<file path="config.mk">
export PLATFORM = sky130hd
export DESIGN_NAME = skl_heap_mem
export DESIGN_NICKNAME = d
export VERILOG_FILES = /design/src/sv/skl_pkg.sv /design/src/sv/skl_heap_mem.sv
export SDC_FILE = /design/constraint.sdc
export NUM_CORES = 2
export LEC_CHECK = 0
export ABC_AREA = 0
export ABC_CLOCK_PERIOD_IN_PS = 8700
export BUFFER_PORTS_ARGS = -buffer_cell sky130_fd_sc_hd__buf_2
export CAP_MARGIN = 20
export CORE_UTILIZATION = 60
export DETAILED_ROUTE_END_ITERATION = 16
export PLACE_DENSITY_LB_ADDON = 0.12
export SLEW_MARGIN = 20
export SYNTH_ARGS = -nofsm -noshare
export SYNTH_HDL_FRONTEND = slang
export SYNTH_SLANG_ARGS = --single-unit
</file>
<file path="constraint.sdc">
create_clock -name clk_i -period 8.7 [get_ports clk_i]
set_input_delay 0.435 -clock clk_i [delete_from_list [all_inputs] [get_ports clk_i]]
set_output_delay 0.435 -clock clk_i [all_outputs]
set_load 0.005 [all_outputs]
</file>
<file path="src/sv/skl_pkg.sv">
// shared widths and defaults for the streaming k-th largest block
package skl_pkg;

  localparam int VALUE_W   = 32;
  localparam int KSEL_W    = 7;
  localparam int K_MAX_DEF = 64;

  localparam logic [KSEL_W-1:0] KSEL_RESET = KSEL_W'(1);

endpackage

</file>
<file path="src/sv/skl_heap_mem.sv">
// heap storage: one write port, two registered read ports
module skl_heap_mem
  import skl_pkg::*;
#(
  parameter int K_MAX = K_MAX_DEF,
  localparam int AW = (K_MAX > 1) ? $clog2(K_MAX) : 1
) (
  input  logic                      clk_i,
  input  logic                      we_i,
  input  logic [AW-1:0]             waddr_i,
  input  logic signed [VALUE_W-1:0] wdata_i,
  input  logic [AW-1:0]             raddr0_i,
  input  logic [AW-1:0]             raddr1_i,
  output logic signed [VALUE_W-1:0] rdata0_o,
  output logic signed [VALUE_W-1:0] rdata1_o
);

  logic signed [VALUE_W-1:0] mem_q [K_MAX];
  logic signed [VALUE_W-1:0] rdata0_q;
  logic signed [VALUE_W-1:0] rdata1_q;

  always_ff @(posedge clk_i) begin
    if (we_i) begin
      mem_q[waddr_i] <= wdata_i;
    end
    rdata0_q <= mem_q[raddr0_i];
    rdata1_q <= mem_q[raddr1_i];
  end

  assign rdata0_o = rdata0_q;
  assign rdata1_o = rdata1_q;

endmodule

</file>
==> impl_metrics.toml <==
[cts]
cts_hold_buf = 0
cts.clk_slew.worst_paths_ns = 0.06
cts-root-buf = "clkbuf_16"
cts_buffers = 210
clkLatencyLatePin_ns = 0.86
cts_resized = 0
cts-root-to-sink-buffers = 3
cts_tree = "done"
post-cts-setup-buffers = 0
cts_num_sinks = 2112
htreeDepth = 4

[timing]
slew_headroom_pct = 16.64
setup_ws_ns = 5.173
fmax_ghz = 0.2835
setup-violations-final = 0
clock_skew_ns = 0.02978
finalCritPeriodShare_pct = 40.54
worstMarginPinSlew_ns = 1.250
min_period_ns = 3.527
grt_setup_unrepaired = "false"
tns_ns = 0
hold_viol = 0
hold_ws_ns = 0.05260
drv_slew = 0

[logic_synthesis]
synth_cell_types = 38
yosys.area.top_type = "edfxtp_1"
synth.top_cell.area_share_pct = 64.29
synthMostInstantiatedCell = "edfxtp_1"
synthTopCellsByArea = "edfxtp_1 (64%), mux4_2 (26%), mux2i_1 (2.1%)"
synth_edf_count = 2048
yosysSeqAreaShare_pct = 65.63
ys_ff_latch = 2112
synth-main-ff-cell = "edfxtp_1"
ys_warn_count = 0
ys_top_cells_by_count = "edfxtp_1 (2048), mux4_2 (1124), mux2i_1 (204), clkbuf_1 (135), buf_2 (121)"
post_synth.cell_area_avg_sq_um = 21.68
synthesis.nets = 4464
syn_inst = 4412
async_flop_share_pct = 0
synth_area_sq_um = 95660

[route]
drc = 0
ant_nets = 0
postRouteWirelength_mm = 281.4
first_pass_iters = 6
drt_iter0_markers = 7986
vias = 52191
via_per_inst = 7.690
routedWlPerCell_um = 41.47

[finish]
drive_gt1_share_pct = 38.24
seq_area_sq_um = 62780
n_fill_cell = 9888
multi_input_area_sq_um = 31680
synthToLayoutAreaGrowth_pct = 10.62
finalNetCount = 4579
final_area_sq_um = 105800

[placement]
io_buffers = 115
dp_hpwl_mm = 149.8
dpl-instance-area_sq_um = 98790
gp_congestion = 0.8361
post-place-ws_ns = 4.332

[grt]
antenna_found_initial = 25
grt_pass1_vias = 52245
grt_max_degree = 107
grt_pass1_wl_mm = 394.0
grtUsageTotal_pct = 35.54
overflow = 0

[power]
total_power_mw = 22.11
p_per_area_nw_per_um2 = 208.9
p_leak_nw = 33.18
ir_worst_vdd_mv = 0.2442

[worst_setup_path]
required_ns = 9.38
slowest_stage = "buf_12"
critPathArrivalTime_ns = 4.20
crit_path_frequent_cell = "mux4_2"
cp_max_fo = 104
startpoint_type = "input port"
crit_family = "buffers and inverters"
crit_buf_inv = 3
critPathMaxStageDelay_ns = 0.70
endpoint_kind = "flop"
worst-setup-path-type = "in -> reg"
cp_cell_sequence = "buf_8 > buf_12 > buf_4 > mux4_2 > mux4_2 > o22ai_1 > a21oi_1"

[floorplan]
die_area_sq_um = 161000
die_h_um = 401.3
ios = 116
die_w_um = 401.3
initial_core_util_pct = 60.40
num_rows = 146
fp.coreArea_sq_um = 158400

[worst_hold_path]
hp-class = "in -> reg"

[run_status]
status = "completed"

[run]
cap_violations = 0
## kinds of logic after synthesis
| family | count (synthesis) | synth area share [%] |
|---|---|---|
| flip-flops | 2112 | 65.63 |
| AO/OA/AOI/OAI | 340 | 2.392 |
| multiplexers | 1364 | 29.02 |
| buffers and inverters | 348 | 1.826 |
| AND/OR/NAND/NOR | 248 | 1.133 |
## through the flow
| stage | std cells | utilization (%) |
|---|---|---|
| after floorplan | 4412 | - |
| after global placement | 6379 | 62.37 |
| after detailed placement | 6379 | 62.37 |
| after CTS | 6769 | 66.67 |
| after global routing | 6781 | 66.80 |
| final | 6787 | 66.81 |
## state kept, by name, indices dropped and copies added, names as in the netlist
signal    cells
rdata0_o     32
mem_q      2048
rdata1_o     32
## placed cells by master, fill, tap and decap left out, types with 4 or more instances in the layout
| cell | n |
|---|---|
| nor2_4 | 63 |
| nor2b_1 | 14 |
| clkinv_2 | 39 |
| nand3_1 | 9 |
| mux2i_1 | 204 |
| o211ai_1 | 27 |
| o21ai_0 | 18 |
| buf_2 | 80 |
| nand3b_1 | 6 |
| clkbuf_16 | 214 |
| inv_6 | 9 |
| a211oi_1 | 13 |
| bufinv_16 | 17 |
| and2_1 | 4 |
| buf_12 | 15 |
| o221ai_1 | 16 |
| o22ai_1 | 55 |
| clkinv_1 | 44 |
| a221oi_1 | 11 |
| dfxtp_1 | 64 |
| nand2_1 | 92 |
| nor2_1 | 30 |
| nand2b_1 | 7 |
| a22oi_1 | 85 |
| buf_8 | 6 |
| mux4_2 | 1124 |
| a32oi_1 | 9 |
| edfxtp_1 | 2048 |
| clkbuf_8 | 17 |
| clkbuf_1 | 42 |
| buf_4 | 144 |
| o21ai_1 | 31 |
| a21oi_1 | 58 |
| mux2_2 | 36 |
| o32a_1 | 9 |
| diode_2 | 10 |
## path summary, 6_finish.rpt
path                      start      endpoint  slack, ns  cells after the start
setup reg to reg   mem_q[31][4]   rdata1_o[4]       6.23                      4
hold reg to reg   mem_q[62][13]  rdata1_o[13]       0.92                      5
setup / recovery    raddr1_i[0]  rdata1_o[10]       5.17                      7
hold / removal      wdata_i[20]  mem_q[8][20]       0.05                      1
## per-layer routing
layer | up-vias | share of wire, % | GRT usage [%]
met2 | 3806 | 45 | 52.32
met4 | 24 | 3.4 | 11.25
met3 | 540 | 15 | 12.81
met5 | - | 0.053 | 0
met1 | 28065 | 36 | 50.32
li1 | 19756 | - | -
## area by class of cell
class                      count  share of cell area, %
antenna                       10                0.02365
sequential                  2112                  59.33
multi-input combinational   1952                  29.94
inverter                       1               0.003547
clock inverter               117                 0.9944
clock buffer                 273                  5.431
tap                         2072                  2.450
timing repair buffer         250                  1.829
## report_power, final
group | leakage [nW] | internal [mW] | switching [mW]
Sequential | 19.0 | 11.3 | 0.0697
Combinational | 10.9 | 0.730 | 1.05
Clock | 3.35 | 5.14 | 3.86
No activity file was read; power rests on OpenSTA's default activity.
